$ cat config.mk
export PLATFORM = sky130hd
export DESIGN_NAME = synth_voice_allocator
export DESIGN_NICKNAME = d
export VERILOG_FILES = /design/src/hw/rtl/sva_pkg.sv /design/src/hw/rtl/sva_ctrl.sv /design/src/hw/rtl/sva_dp.sv /design/src/hw/rtl/synth_voice_allocator.sv
export SDC_FILE = /design/constraint.sdc
export NUM_CORES = 2
export LEC_CHECK = 0
export ABC_AREA = 1
export BUFFER_PORTS_ARGS = -buffer_cell sky130_fd_sc_hd__buf_2
export CORE_MARGIN = 4
export CORE_UTILIZATION = 63
export DETAILED_ROUTE_END_ITERATION = 6
export GPL_ROUTABILITY_DRIVEN = 0
export MAX_ROUTING_LAYER = met4
export PLACE_DENSITY = 0.79
export REMOVE_ABC_BUFFERS = 1
export SLEW_MARGIN = 15
export SYNTH_ARGS = -nofsm -noshare
export SYNTH_HDL_FRONTEND = slang
export SYNTH_SLANG_ARGS = --single-unit
$ cat constraint.sdc
create_clock -name clock -period 6.24 [get_ports clock]
set_input_delay 0 -clock clock [delete_from_list [all_inputs] [get_ports clock]]
set_output_delay 0 -clock clock [all_outputs]
set_load 0.005 [all_outputs]
$ cat src/hw/rtl/sva_pkg.sv
// Shared types and constants for the synth voice allocator.
// No dependencies; used by the controller, the datapath and the top level.
package sva_pkg;

   localparam int MAX_VOICES_DEF    = 18;
   localparam int MIDI_CHANNELS_DEF = 16;

   localparam logic [4:0] VOICE_COUNT_RESET = 5'd9;
   localparam logic [6:0] PEDAL_LEVEL       = 7'h40;
   localparam logic [6:0] VIBRATO_LEVEL     = 7'd40;

   localparam logic [2:0] MODE_ALLOC    = 3'd0;
   localparam logic [2:0] MODE_RELEASE  = 3'd1;
   localparam logic [2:0] MODE_PEDAL    = 3'd2;
   localparam logic [2:0] MODE_MODULATE = 3'd3;
   localparam logic [2:0] MODE_TOUCH    = 3'd4;
   localparam logic [2:0] MODE_STOP_ALL = 3'd5;

   localparam logic [2:0] EV_NONE         = 3'd0;
   localparam logic [2:0] EV_ALLOC_FREE   = 3'd1;
   localparam logic [2:0] EV_ALLOC_STOLEN = 3'd2;
   localparam logic [2:0] EV_RELEASED     = 3'd3;
   localparam logic [2:0] EV_SUSTAINED    = 3'd4;
   localparam logic [2:0] EV_VIB_ON       = 3'd5;
   localparam logic [2:0] EV_VIB_OFF      = 3'd6;
   localparam logic [2:0] EV_TOUCHED      = 3'd7;

   typedef enum logic [2:0] {
      ST_IDLE,
      ST_DISPATCH,
      ST_SCAN,
      ST_SEARCH,
      ST_STEAL,
      ST_ALLOC,
      ST_FINISH
   } state_type;

   typedef struct packed {
      logic load;
      logic clear_idx;
      logic scan;
      logic search;
      logic steal;
      logic alloc;
      logic finish;
   } cmd_type;

   typedef struct packed {
      logic is_alloc;
      logic no_steal;
      logic idx_last;
      logic search_hit;
      logic steal_hit;
      logic old_ok;
   } status_type;

endpackage

$ cat src/hw/rtl/sva_ctrl.sv
// Sequencer of the voice allocator: walks scan, search and steal phases.
// Depends on sva_pkg; drives the datapath by command and reads its status.
module sva_ctrl (
   input  logic               clock,
   input  logic               reset,
   input  logic               start,
   output logic               busy,
   input  sva_pkg::status_type status,
   output sva_pkg::cmd_type    cmd
);
   import sva_pkg::*;

   state_type state_ff, state_in;

   always_ff @(posedge clock) begin
      if (reset) state_ff <= ST_IDLE;
      else       state_ff <= state_in;
   end

   always_comb begin
      state_in = state_ff;
      case (state_ff)
         ST_IDLE:     if (start) state_in = ST_DISPATCH;
         ST_DISPATCH: state_in = status.is_alloc ? ST_SEARCH : ST_SCAN;
         ST_SCAN:     if (status.idx_last) state_in = ST_FINISH;
         ST_SEARCH: begin
            if (status.search_hit)    state_in = ST_ALLOC;
            else if (status.idx_last) state_in = status.no_steal ? ST_FINISH : ST_STEAL;
         end
         ST_STEAL: begin
            if (status.steal_hit)     state_in = ST_ALLOC;
            else if (status.idx_last) state_in = status.old_ok ? ST_ALLOC : ST_FINISH;
         end
         ST_ALLOC:    state_in = ST_IDLE;
         ST_FINISH:   state_in = ST_IDLE;
         default:     state_in = ST_IDLE;
      endcase
   end

   always_comb begin
      cmd  = '0;
      busy = (state_ff != ST_IDLE);
      case (state_ff)
         ST_IDLE:   cmd.load = start;
         ST_SCAN:   cmd.scan = 1'b1;
         ST_SEARCH: begin
            cmd.search    = 1'b1;
            cmd.clear_idx = status.idx_last & ~status.search_hit;
         end
         ST_STEAL:  cmd.steal = 1'b1;
         ST_ALLOC:  cmd.alloc = 1'b1;
         ST_FINISH: cmd.finish = 1'b1;
         default:   cmd = '0;
      endcase
   end

endmodule

$ cat src/hw/rtl/sva_dp.sv
// Datapath of the voice allocator: voice table, channel flags, search
// pointer and result register. Depends on sva_pkg; commanded by sva_ctrl.
module sva_dp #(
   parameter int MAX_VOICES    = sva_pkg::MAX_VOICES_DEF,
   parameter int MIDI_CHANNELS = sva_pkg::MIDI_CHANNELS_DEF
) (
   input  logic               clock,
   input  logic               reset,
   input  sva_pkg::cmd_type    cmd,
   output sva_pkg::status_type status,
   input  logic [2:0]         req_mode,
   input  logic [3:0]         req_midi_channel,
   input  logic [6:0]         req_note,
   input  logic               req_secondary,
   input  logic               req_no_search_past_free,
   input  logic               req_no_kill_oldest,
   input  logic [6:0]         req_value,
   input  logic [31:0]        req_now,
   input  logic               csr_valid,
   input  logic [4:0]         csr_voice_count,
   output logic               rsp_valid,
   output logic [4:0]         rsp_voice,
   output logic [2:0]         rsp_event_res,
   output logic               rsp_last
);
   import sva_pkg::*;

   localparam int IW  = $clog2(MAX_VOICES);
   localparam int CHW = (MIDI_CHANNELS > 1) ? $clog2(MIDI_CHANNELS) : 1;
   localparam logic [5:0]    MAXV     = 6'(MAX_VOICES);
   localparam logic [IW-1:0] PTR_INIT = IW'(MAX_VOICES - 1);

   logic          free_ff  [MAX_VOICES];
   logic          sec_ff   [MAX_VOICES];
   logic          sus_ff   [MAX_VOICES];
   logic          vib_ff   [MAX_VOICES];
   logic [3:0]    owner_ff [MAX_VOICES];
   logic [6:0]    note_ff  [MAX_VOICES];
   logic [31:0]   time_ff  [MAX_VOICES];
   logic          pedal_ff [MIDI_CHANNELS];
   logic          wantv_ff [MIDI_CHANNELS];

   logic [4:0]    count_ff;
   logic [IW-1:0] ptr_ff, idx_ff, sel_ff;
   logic [2:0]    mode_ff;
   logic [3:0]    ch_ff;
   logic [6:0]    rnote_ff;
   logic          rsec_ff, nosteal_ff, noold_ff, pedal_on_ff, vib_on_ff;
   logic [31:0]   now_ff, old_time_ff;
   logic          have_old_ff, stolen_ff;
   logic          pend_v_ff;
   logic [IW-1:0] pend_voice_ff;
   logic [2:0]    pend_ev_ff;
   logic          rsp_valid_ff, rsp_last_ff;
   logic [4:0]    rsp_voice_ff;
   logic [2:0]    rsp_ev_ff;

   logic [5:0]    n_eff;
   logic [IW-1:0] nlast, nxt;
   logic          ch_ok, busy_v, own, match;
   logic [2:0]    ev;
   logic          do_free, do_sus, do_stamp, do_vib;
   logic [CHW-1:0] chi;
   logic          cand;

   always_comb begin
      if (count_ff == 5'd0)             n_eff = 6'd1;
      else if ({1'b0, count_ff} > MAXV) n_eff = MAXV;
      else                              n_eff = {1'b0, count_ff};
   end
   assign nlast = IW'(n_eff - 6'd1);
   assign nxt   = (ptr_ff >= nlast) ? '0 : ptr_ff + 1'b1;
   assign chi   = ch_ff[CHW-1:0];
   assign ch_ok = {1'b0, ch_ff} < 5'(MIDI_CHANNELS);
   assign busy_v = ~free_ff[idx_ff];
   assign own    = owner_ff[idx_ff] == ch_ff;
   assign cand   = time_ff[idx_ff] < old_time_ff;

   always_comb begin
      match = 1'b0; ev = EV_NONE;
      do_free = 1'b0; do_sus = 1'b0; do_stamp = 1'b0; do_vib = 1'b0;
      case (mode_ff)
         MODE_STOP_ALL: if (busy_v) begin
            match = 1'b1; ev = EV_RELEASED; do_free = 1'b1;
         end
         MODE_RELEASE: if (ch_ok && busy_v && own && note_ff[idx_ff] == rnote_ff) begin
            match = 1'b1;
            if (pedal_ff[chi]) begin ev = EV_SUSTAINED; do_sus = 1'b1; end
            else begin ev = EV_RELEASED; do_free = 1'b1; end
         end
         MODE_PEDAL: if (ch_ok && !pedal_on_ff && busy_v && own && sus_ff[idx_ff]) begin
            match = 1'b1; ev = EV_RELEASED; do_free = 1'b1;
         end
         MODE_MODULATE: if (ch_ok && busy_v && own) begin
            do_stamp = 1'b1;
            if (vib_ff[idx_ff] != vib_on_ff) begin
               match = 1'b1; do_vib = 1'b1;
               ev = vib_on_ff ? EV_VIB_ON : EV_VIB_OFF;
            end
         end
         MODE_TOUCH: if (ch_ok && busy_v && own) begin
            match = 1'b1; ev = EV_TOUCHED; do_stamp = 1'b1;
         end
         default: match = 1'b0;
      endcase
   end

   assign status.is_alloc   = (mode_ff == MODE_ALLOC) && ch_ok;
   assign status.no_steal   = nosteal_ff;
   assign status.idx_last   = idx_ff == nlast;
   assign status.search_hit = free_ff[nxt];
   assign status.steal_hit  = sec_ff[idx_ff];
   assign status.old_ok     = ~noold_ff & (have_old_ff | cand);

   always_ff @(posedge clock) begin
      if (reset) begin
         for (int i = 0; i < MAX_VOICES; i++) begin
            free_ff[i]  <= 1'b1;
            sec_ff[i]   <= 1'b1;
            sus_ff[i]   <= 1'b1;
            vib_ff[i]   <= 1'b1;
            owner_ff[i] <= 4'hF;
            note_ff[i]  <= 7'h7F;
            time_ff[i]  <= 32'hFFFF_FFFF;
         end
         for (int c = 0; c < MIDI_CHANNELS; c++) begin
            pedal_ff[c] <= 1'b0;
            wantv_ff[c] <= 1'b0;
         end
         count_ff     <= VOICE_COUNT_RESET;
         ptr_ff       <= PTR_INIT;
         pend_v_ff    <= 1'b0;
         rsp_valid_ff <= 1'b0;
      end else begin
         rsp_valid_ff <= cmd.alloc | cmd.finish | (cmd.scan & match & pend_v_ff);
         if (csr_valid) count_ff <= csr_voice_count;

         if (cmd.load) begin
            mode_ff     <= req_mode;
            ch_ff       <= req_midi_channel;
            rnote_ff    <= req_note;
            rsec_ff     <= req_secondary;
            nosteal_ff  <= req_no_search_past_free;
            noold_ff    <= req_no_kill_oldest;
            pedal_on_ff <= req_value >= PEDAL_LEVEL;
            vib_on_ff   <= req_value >= VIBRATO_LEVEL;
            now_ff      <= req_now;
            old_time_ff <= req_now;
            have_old_ff <= 1'b0;
            stolen_ff   <= 1'b0;
            idx_ff      <= '0;
            pend_v_ff   <= 1'b0;
            if ({1'b0, req_midi_channel} < 5'(MIDI_CHANNELS)) begin
               if (req_mode == MODE_PEDAL)
                  pedal_ff[req_midi_channel[CHW-1:0]] <= req_value >= PEDAL_LEVEL;
               if (req_mode == MODE_MODULATE)
                  wantv_ff[req_midi_channel[CHW-1:0]] <= req_value >= VIBRATO_LEVEL;
            end
         end

         if (cmd.scan) begin
            idx_ff <= idx_ff + 1'b1;
            if (do_free) begin
               free_ff[idx_ff] <= 1'b1;
               sec_ff[idx_ff]  <= 1'b0;
               sus_ff[idx_ff]  <= 1'b0;
               vib_ff[idx_ff]  <= 1'b0;
            end
            if (do_sus)   sus_ff[idx_ff]  <= 1'b1;
            if (do_stamp) time_ff[idx_ff] <= now_ff;
            if (do_vib)   vib_ff[idx_ff]  <= vib_on_ff;
            if (match) begin
               if (pend_v_ff) begin
                  rsp_voice_ff <= 5'(pend_voice_ff);
                  rsp_ev_ff    <= pend_ev_ff;
                  rsp_last_ff  <= 1'b0;
               end
               pend_v_ff     <= 1'b1;
               pend_voice_ff <= idx_ff;
               pend_ev_ff    <= ev;
            end
         end

         if (cmd.search) begin
            ptr_ff <= nxt;
            idx_ff <= cmd.clear_idx ? '0 : idx_ff + 1'b1;
            if (free_ff[nxt]) sel_ff <= nxt;
         end

         if (cmd.steal) begin
            idx_ff    <= idx_ff + 1'b1;
            stolen_ff <= 1'b1;
            if (sec_ff[idx_ff]) sel_ff <= idx_ff;
            else if (cand) begin
               sel_ff      <= idx_ff;
               old_time_ff <= time_ff[idx_ff];
               have_old_ff <= 1'b1;
            end
         end

         if (cmd.alloc) begin
            free_ff[sel_ff]  <= 1'b0;
            sus_ff[sel_ff]   <= 1'b0;
            sec_ff[sel_ff]   <= rsec_ff;
            vib_ff[sel_ff]   <= wantv_ff[chi];
            owner_ff[sel_ff] <= ch_ff;
            note_ff[sel_ff]  <= rnote_ff;
            time_ff[sel_ff]  <= now_ff;
            rsp_voice_ff     <= 5'(sel_ff);
            rsp_ev_ff        <= stolen_ff ? EV_ALLOC_STOLEN : EV_ALLOC_FREE;
            rsp_last_ff      <= 1'b1;
         end

         if (cmd.finish) begin
            rsp_last_ff  <= 1'b1;
            rsp_voice_ff <= pend_v_ff ? 5'(pend_voice_ff) : 5'd0;
            rsp_ev_ff    <= pend_v_ff ? pend_ev_ff : EV_NONE;
            pend_v_ff    <= 1'b0;
         end
      end
   end

   assign rsp_valid     = rsp_valid_ff;
   assign rsp_voice     = rsp_voice_ff;
   assign rsp_event_res = rsp_ev_ff;
   assign rsp_last      = rsp_last_ff;

endmodule

$ cat src/hw/rtl/synth_voice_allocator.sv
// Voice allocator top level: sequencer plus voice table datapath.
// Each request walks the voices in use one voice per cycle: allocate searches
// for a free voice and may then steal one, other modes scan; the last
// result is on the ports in the first cycle with busy low, and the next
// request is taken in that cycle. One request at a time.
// Synchronous reset restores the voice table, channel flags and count 9.
// Results are strobed for one cycle; the receiver cannot stall.
module synth_voice_allocator #(
   parameter int MAX_VOICES    = sva_pkg::MAX_VOICES_DEF,
   parameter int MIDI_CHANNELS = sva_pkg::MIDI_CHANNELS_DEF
) (
   input  logic        clock,
   input  logic        reset,
   input  logic        start,
   output logic        busy,
   input  logic [2:0]  req_mode,
   input  logic [3:0]  req_midi_channel,
   input  logic [6:0]  req_note,
   input  logic        req_secondary,
   input  logic        req_no_search_past_free,
   input  logic        req_no_kill_oldest,
   input  logic [6:0]  req_value,
   input  logic [31:0] req_now,
   input  logic        csr_valid,
   output logic        csr_ready,
   input  logic [4:0]  csr_voice_count,
   output logic        rsp_valid,
   output logic [4:0]  rsp_voice,
   output logic [2:0]  rsp_event_res,
   output logic        rsp_last
);
   import sva_pkg::*;

   cmd_type    cmd;
   status_type status;

   assign csr_ready = 1'b1;

   sva_ctrl u_ctrl (
      .clock  (clock),
      .reset  (reset),
      .start  (start),
      .busy   (busy),
      .status (status),
      .cmd    (cmd)
   );

   sva_dp #(
      .MAX_VOICES    (MAX_VOICES),
      .MIDI_CHANNELS (MIDI_CHANNELS)
   ) u_dp (
      .clock                   (clock),
      .reset                   (reset),
      .cmd                     (cmd),
      .status                  (status),
      .req_mode                (req_mode),
      .req_midi_channel        (req_midi_channel),
      .req_note                (req_note),
      .req_secondary           (req_secondary),
      .req_no_search_past_free (req_no_search_past_free),
      .req_no_kill_oldest      (req_no_kill_oldest),
      .req_value               (req_value),
      .req_now                 (req_now),
      .csr_valid               (csr_valid & csr_ready),
      .csr_voice_count         (csr_voice_count),
      .rsp_valid               (rsp_valid),
      .rsp_voice               (rsp_voice),
      .rsp_event_res           (rsp_event_res),
      .rsp_last                (rsp_last)
   );

   a_start_busy: assert property (@(posedge clock) disable iff (reset)
      start && !busy |=> busy) else $error("request accepted but block not busy");

   a_last_gap: assert property (@(posedge clock) disable iff (reset)
      rsp_valid && rsp_last |=> !rsp_valid) else $error("result right after last");

   a_none_form: assert property (@(posedge clock) disable iff (reset)
      rsp_valid && rsp_event_res == EV_NONE |-> rsp_last && rsp_voice == 5'd0)
      else $error("empty result malformed");

endmodule

# == Word-level counts from Yosys, hierarchy flattened ==
# Memory sizes are Yosys's and may differ from the RTL's. A register that Yosys moved wholly into a read port is not among the register bits.
# Cells that the tools add are included.
# classes
n_eq_ne,21
muxes,164
n_reduce_logical,38
addsub,3
bitwise_logic,13
n_lt_le_gt_ge,5
# ops
cell,count
32-bit 2-to-1 mux,6
5-bit 2-to-1 mux,38
1-bit 2-to-1 mux,87
32-bit OR reduction,2
3-bit 2-to-1 mux,17
32-bit < comparator,1
3-bit one-hot mux with 5 select lines,2
4-bit 2-to-1 mux,5
"3-bit by 2-bit == test with 1-bit output, second input constant",6
"3-bit == test, second input constant",5
2-bit 2-to-1 mux,6
3-bit nonzero test,4
"5-bit by 1-bit adder with 5-bit output, second input constant",2
1-bit OR reduction,10
4-bit AND reduction,2
7-bit == test,1
"7-bit by 6-bit >= comparator with 1-bit output, second input constant",1
"7-bit >= comparator, second input constant",1
7-bit 2-to-1 mux,1
7-bit OR reduction,1
"3-bit by 1-bit == test with 1-bit output, second input constant",2
3-bit logical NOT,2
2-bit AND reduction,3
2-bit OR reduction,3
22 further kinds,36
# word_totals
mem_count,9
regBits,127
mem_bits_rw,878
output_inout_bits,12
wordCells,277
inputBits,65
# mem_list
memory,words,width,rd,rd_clocked_by_memory_dff,wr,line_no,source
u_dp.time_ff,18,32,1,1,18,sva_dp.sv:39,logic [31:0] time_ff [MAX_VOICES];
u_dp.note_ff,18,7,1,1,18,sva_dp.sv:38,logic [6:0] note_ff [MAX_VOICES];
u_dp.owner_ff,18,4,1,1,18,sva_dp.sv:37,logic [3:0] owner_ff [MAX_VOICES];
u_dp.free_ff,18,1,2,1,18,sva_dp.sv:33,logic free_ff [MAX_VOICES];
u_dp.sec_ff,18,1,1,1,18,sva_dp.sv:34,logic sec_ff [MAX_VOICES];
u_dp.sus_ff,18,1,1,1,18,sva_dp.sv:35,logic sus_ff [MAX_VOICES];
+3 memories,--,--,--,--,--,--,

# == Logic depth before layout (Yosys ltp) ==
# depth
ltp_word,14
depth_mapped,33
mapped_depth_nobuf,31

# == Cells and area by module ==
# A second synthesis with hierarchy kept.
# unflattened
cells_unflattened,7681
hier_area_um2,75728.9
# by_module_without_submodules
module,area_each_um2,seq_area_each_um2,cells_per_inst,n_inst
sva_dp,75412.3,48926.9,7628,1
sva_ctrl,305.3,60.1,51,1
synth_voice_allocator,11.3,0.0,2,1

# == Worst setup path after synthesis ==
# Ideal clock, no wire load.
# synth_path
path_type,reg-to-reg
startpoint,reg (tool-made name)
endpoint,"mem u_dp.time_ff[10][0], enable pin"
synth_period_minus_slack_ns,5.220
setup_ns,0.466
path_slack_ns,1.020
stages_incl_launch_ff,27
t_arrival_ns,4.754
t_required_ns,5.774
path_buffers,3
cell_sequence,dfxtp_1 -> buf_4 -> inv_2 -> buf_6 -> buf_4 -> nand2_1 -> nand3_1 -> nand3_1 -> nand2_1 -> nand2_1 -> nand3_1 -> nand2_1 -> nand2_1 -> nand2_1 -> nor2_1 -> nand2_1 -> nor2_2 -> nand2_1 -> a21oi_2 -> nand2_1 -> nand2_2 -> inv_2 -> nor2_2 -> inv_2 -> nor2_4 -> nand2_4 -> o21ai_0
# synth_lines
item,line_no
to (decl),sva_dp.sv:39

==> impl_metrics.env <==
export IMPL_status="completed"
export IMPL_synth_area_um2=73500
export IMPL_hold_path_class="in -> reg"
export IMPL_stdcell_area_um2=82400
export IMPL_synth_area_per_cell_um2=10.6
export IMPL_critPathMaxStageDelay_ps=700
export IMPL_setup_viol=0
export IMPL_synth_compound_area_share_pct=9.70
export IMPL_path_max_fanout=152
export IMPL_finalPower_mw=32.8
export IMPL_setup_tns_ps=0
export IMPL_grt_start_max_net_pins=195
export IMPL_synthAdderAreaFrac_pct=0.698
export IMPL_seq_area_frac_synth_pct=67.0
export IMPL_yosys_register_bits=1672
export IMPL_cp_arrival_ps=6290
export IMPL_cp_top_family="compound AO/OA/AOI/OAI gates"
export IMPL_synth_xor_area_share_pct=0.143
export IMPL_die_area_um2=122000
export IMPL_grt_pass1_wl_mm=313
export IMPL_grt_total_usage_pct=34.6
export IMPL_power_density_nw_per_um2=397
export IMPL_synth_simple_gate_area_share_pct=18.1
export IMPL_synth_top_family_by_area="simple AND/OR/NAND/NOR gates"
export IMPL_synth_area_top_cells="edfxtp_1, nand2_1, o21ai_0, nor2_1, nand3_1"
export IMPL_worst_path_buf_inv=3
export IMPL_tightest_slew_ps=1230
export IMPL_clk_pin_slew_ps=60
export IMPL_crit_path_end_kind="flop"
export IMPL_clock_sinks=1672
export IMPL_synth_most_common_cell="nand2_1"
export IMPL_timing_hold_ws_ps=36.9
export IMPL_maxCapViolCount=0
export IMPL_area_growth_pct=12.1
export IMPL_finalNonFillerCells=8627
export IMPL_route_detailed_drc=0
export IMPL_cts_buffers=165
export IMPL_finalMaxSlewViolations=0
export IMPL_dp_hpwl_mm=119
export IMPL_first_iter_violations=8739
export IMPL_fin_crit_sh_pct=92.4
export IMPL_fin_crit_ps=5760
export IMPL_grt_overflow_total=0
export IMPL_vias=56000
export IMPL_fin_util_pct=71.0
export IMPL_synth_area_mux_share_pct=0.0136
export IMPL_cts_buffer_depth=3
export IMPL_synth_top_area_share_pct=64.5
export IMPL_grt_pass1_vias=54200
export IMPL_ff2ff_path_depth=19
export IMPL_critPathLaunchType="flop"
export IMPL_async_flop_share_pct=0
export IMPL_final_layout_size_suffix_gt1_share_pct=9.33
export IMPL_vias_per_cell=6.49
export IMPL_antenna_found_initial=3
export IMPL_yosys_area_top_type="edfxtp_1"
export IMPL_slowest_stage="buf_4"
export IMPL_synth_main_ff_cell="edfxtp_1"
export IMPL_num_io_pins=77
export IMPL_ys_warnings_count=0
export IMPL_pre_cts_ws_ps=663
export IMPL_firstDrtPassIters=7
export IMPL_hold_viol_final=0
export IMPL_core_area_um2=116000
export IMPL_port_buffers=72
export IMPL_synthTopCellsByCount="nand2_1, edfxtp_1, nor2_1, o21ai_0, nand3_1"
export IMPL_rrSetupSlack_ps=480
export IMPL_die_y_um=350
export IMPL_p_leak_nw=25.9
export IMPL_cts_htree_levels=4
export IMPL_worst_clock_skew_ps=48.3
export IMPL_cts_setup_buffers=0
export IMPL_criticalPathCategory="reg -> reg"
export IMPL_fin_ws_ps=477
export IMPL_rows=125
export IMPL_dp_cells=8217
export IMPL_ir_worst_vdd_uv=397
export IMPL_synth_edf_count=1580
export IMPL_layout_nets=7068
export IMPL_path_common_cell="o21ai_0"
export IMPL_synth_cell_type_count=51
export IMPL_endpoint="u_dp.old_time_ff[13]$_DFFE_PN_"
export IMPL_relSlewSlack_pct=17.8
export IMPL_drt_wirelength_per_cell_um=24.1
export IMPL_critical_path_depth=19
export IMPL_initial_core_util_pct=63.3
export IMPL_holdBufCountCts=102
export IMPL_root_buffer="clkbuf_16"
export IMPL_cts_resized=0
export IMPL_routed_wl_mm=208
export IMPL_fmax_mhz=174
export IMPL_cp_cell_sequence="buf_12 > buf_4 > o21ai_0 > o22ai_1 > o21ai_0 > o21ai_0 > nor2_1 > a31oi_1 > ha_1 > a21oi_1 > nor2_1 > a211oi_1 > o221a_2 > nand2_1 > nand2_1 > nand2_1 > nor3_2 > buf_12 > o21ai_0"
export IMPL_required_ps=6770
export IMPL_die_w_um=350
export IMPL_n_fill_cell=7642
export IMPL_dpl_cell_area_um2=76100
export IMPL_holdPathStages=2
export IMPL_synthCells=6918
export IMPL_r2r_end="u_dp.old_time_ff[13]$_DFFE_PN_"
export IMPL_rsz0062_at_grt="no"
export IMPL_cts_tree="built"
export IMPL_clk_latency_ps=800
export IMPL_ant_nets=0
## how the worst min path moves through the flow
stage	startpoint	to	slack, ps
after floorplan	reset	u_ctrl.state_ff[0]$_SDFFE_PP0P_	70
after global placement	req_note[6]	u_dp.rnote_ff[6]$_DFFE_PP_	180
after detailed placement	req_note[6]	u_dp.rnote_ff[6]$_DFFE_PP_	180
after CTS	req_now[8]	u_dp.now_ff[8]$_DFFE_PP_	0.7
after global routing	req_now[11]	u_dp.now_ff[11]$_DFFE_PP_	20
final	req_now[26]	u_dp.now_ff[26]$_DFFE_PP_	40
## worst register-to-register path, cell delays in order, from the launching register on
cell	delay (ps)
dfxtp_4	410
buf_12	550
buf_4	730
o21ai_0	320
o22ai_1	250
o21ai_0	90
o21ai_0	440
nor2_1	100
a31oi_1	230
ha_1	290
a21oi_1	140
nor2_1	60
a211oi_1	420
o221a_2	290
nand2_1	60
nand2_1	50
nand2_1	240
nor3_2	330
buf_12	340
o21ai_0	190
## where the power goes
| group | total (mW) | internal, mW | switching [mW] |
|---|---|---|---|
| Combinational | 10.2 | 2.71 | 7.46 |
| Sequential | 12.8 | 12.5 | 0.270 |
| Clock | 9.80 | 5.52 | 4.28 |
## cell usage in the layout, fill, tap and decap left out, drive strengths merged, types with 6 or more instances in the layout
master / Yosys / final
a21oi: 65 / 65
a31oi: 35 / 35
a32oi: 22 / 22
buf: 206 / 276
bufinv: 0 / 11
clkbuf: 295 / 221
clkinv: 5 / 63
clkinvlp: 0 / 6
dfxtp: 92 / 92
dlygate4sd3: 0 / 102
edfxtp: 1580 / 1580
ha: 41 / 41
inv: 222 / 230
nand2: 1660 / 1660
nand3: 576 / 576
nand3b: 6 / 6
nand4: 21 / 21
nor2: 939 / 939
nor3: 18 / 18
nor4: 6 / 6
o211ai: 18 / 18
o21ai: 782 / 782
o221ai: 203 / 203
o22ai: 67 / 67
or2: 24 / 24
xor2: 9 / 9
## layout make-up
type                       count  area [µm²]  area share, %
timing repair buffer         378        3490           4.23
clock inverter                83         841           1.02
antenna                        4        10.0         0.0121
tap                         1524        1910           2.31
sequential                  1672       49300           59.8
multi-input combinational   4518       21500           26.1
clock buffer                 221        4460           5.41
inverter                     227         880           1.07
## sequential cells by signal, summed over array words and instances (netlist names), 4 cells and up, named ones only
| register | cells |
|---|---|
| u_dp.sel_ff | 5 |
| u_dp.now_ff | 32 |
| u_dp.owner_ff | 128 |
| u_dp.old_time_ff | 32 |
| u_dp.pend_voice_ff | 5 |
| u_dp.ptr_ff | 5 |
| u_dp.sus_ff | 32 |
| u_dp.note_ff | 224 |
| u_dp.pedal_ff | 16 |
| u_dp.rsp_voice | 5 |
| u_dp.count_ff | 5 |
| u_dp.ch_ff | 4 |
| u_dp.wantv_ff | 16 |
| u_dp.rnote_ff | 7 |
| u_dp.vib_ff | 32 |
| u_dp.idx_ff | 5 |
| u_dp.time_ff | 1024 |
| u_dp.sec_ff | 32 |
| u_dp.free_ff | 32 |
## metal layers
layer	part of all wire (%)	routed length (µm)	vias to the layer above	global-route usage, %
li1	-	-	24500	-
met1	35	72900	26600	44.8
met2	47	97200	4149	52.7
met3	13	26800	733	6.88
met4	5.3	11100	0	17.5
met5	0	0	-	-
## logic make-up (layout without fill, tap and decap cells)
kind of cell               Yosys count  in the layout
muxes                                1              1
and+or+nand+nor                   3253           3253
DFF                               1672           1672
xor gates and xnor gates            12             12
other                                1              5
AOI/OAI and AO/OA                 1210           1210
adders and majority gates           41             41
buffers and inverters              728            909
No activity file was read; power rests on OpenSTA's default activity.
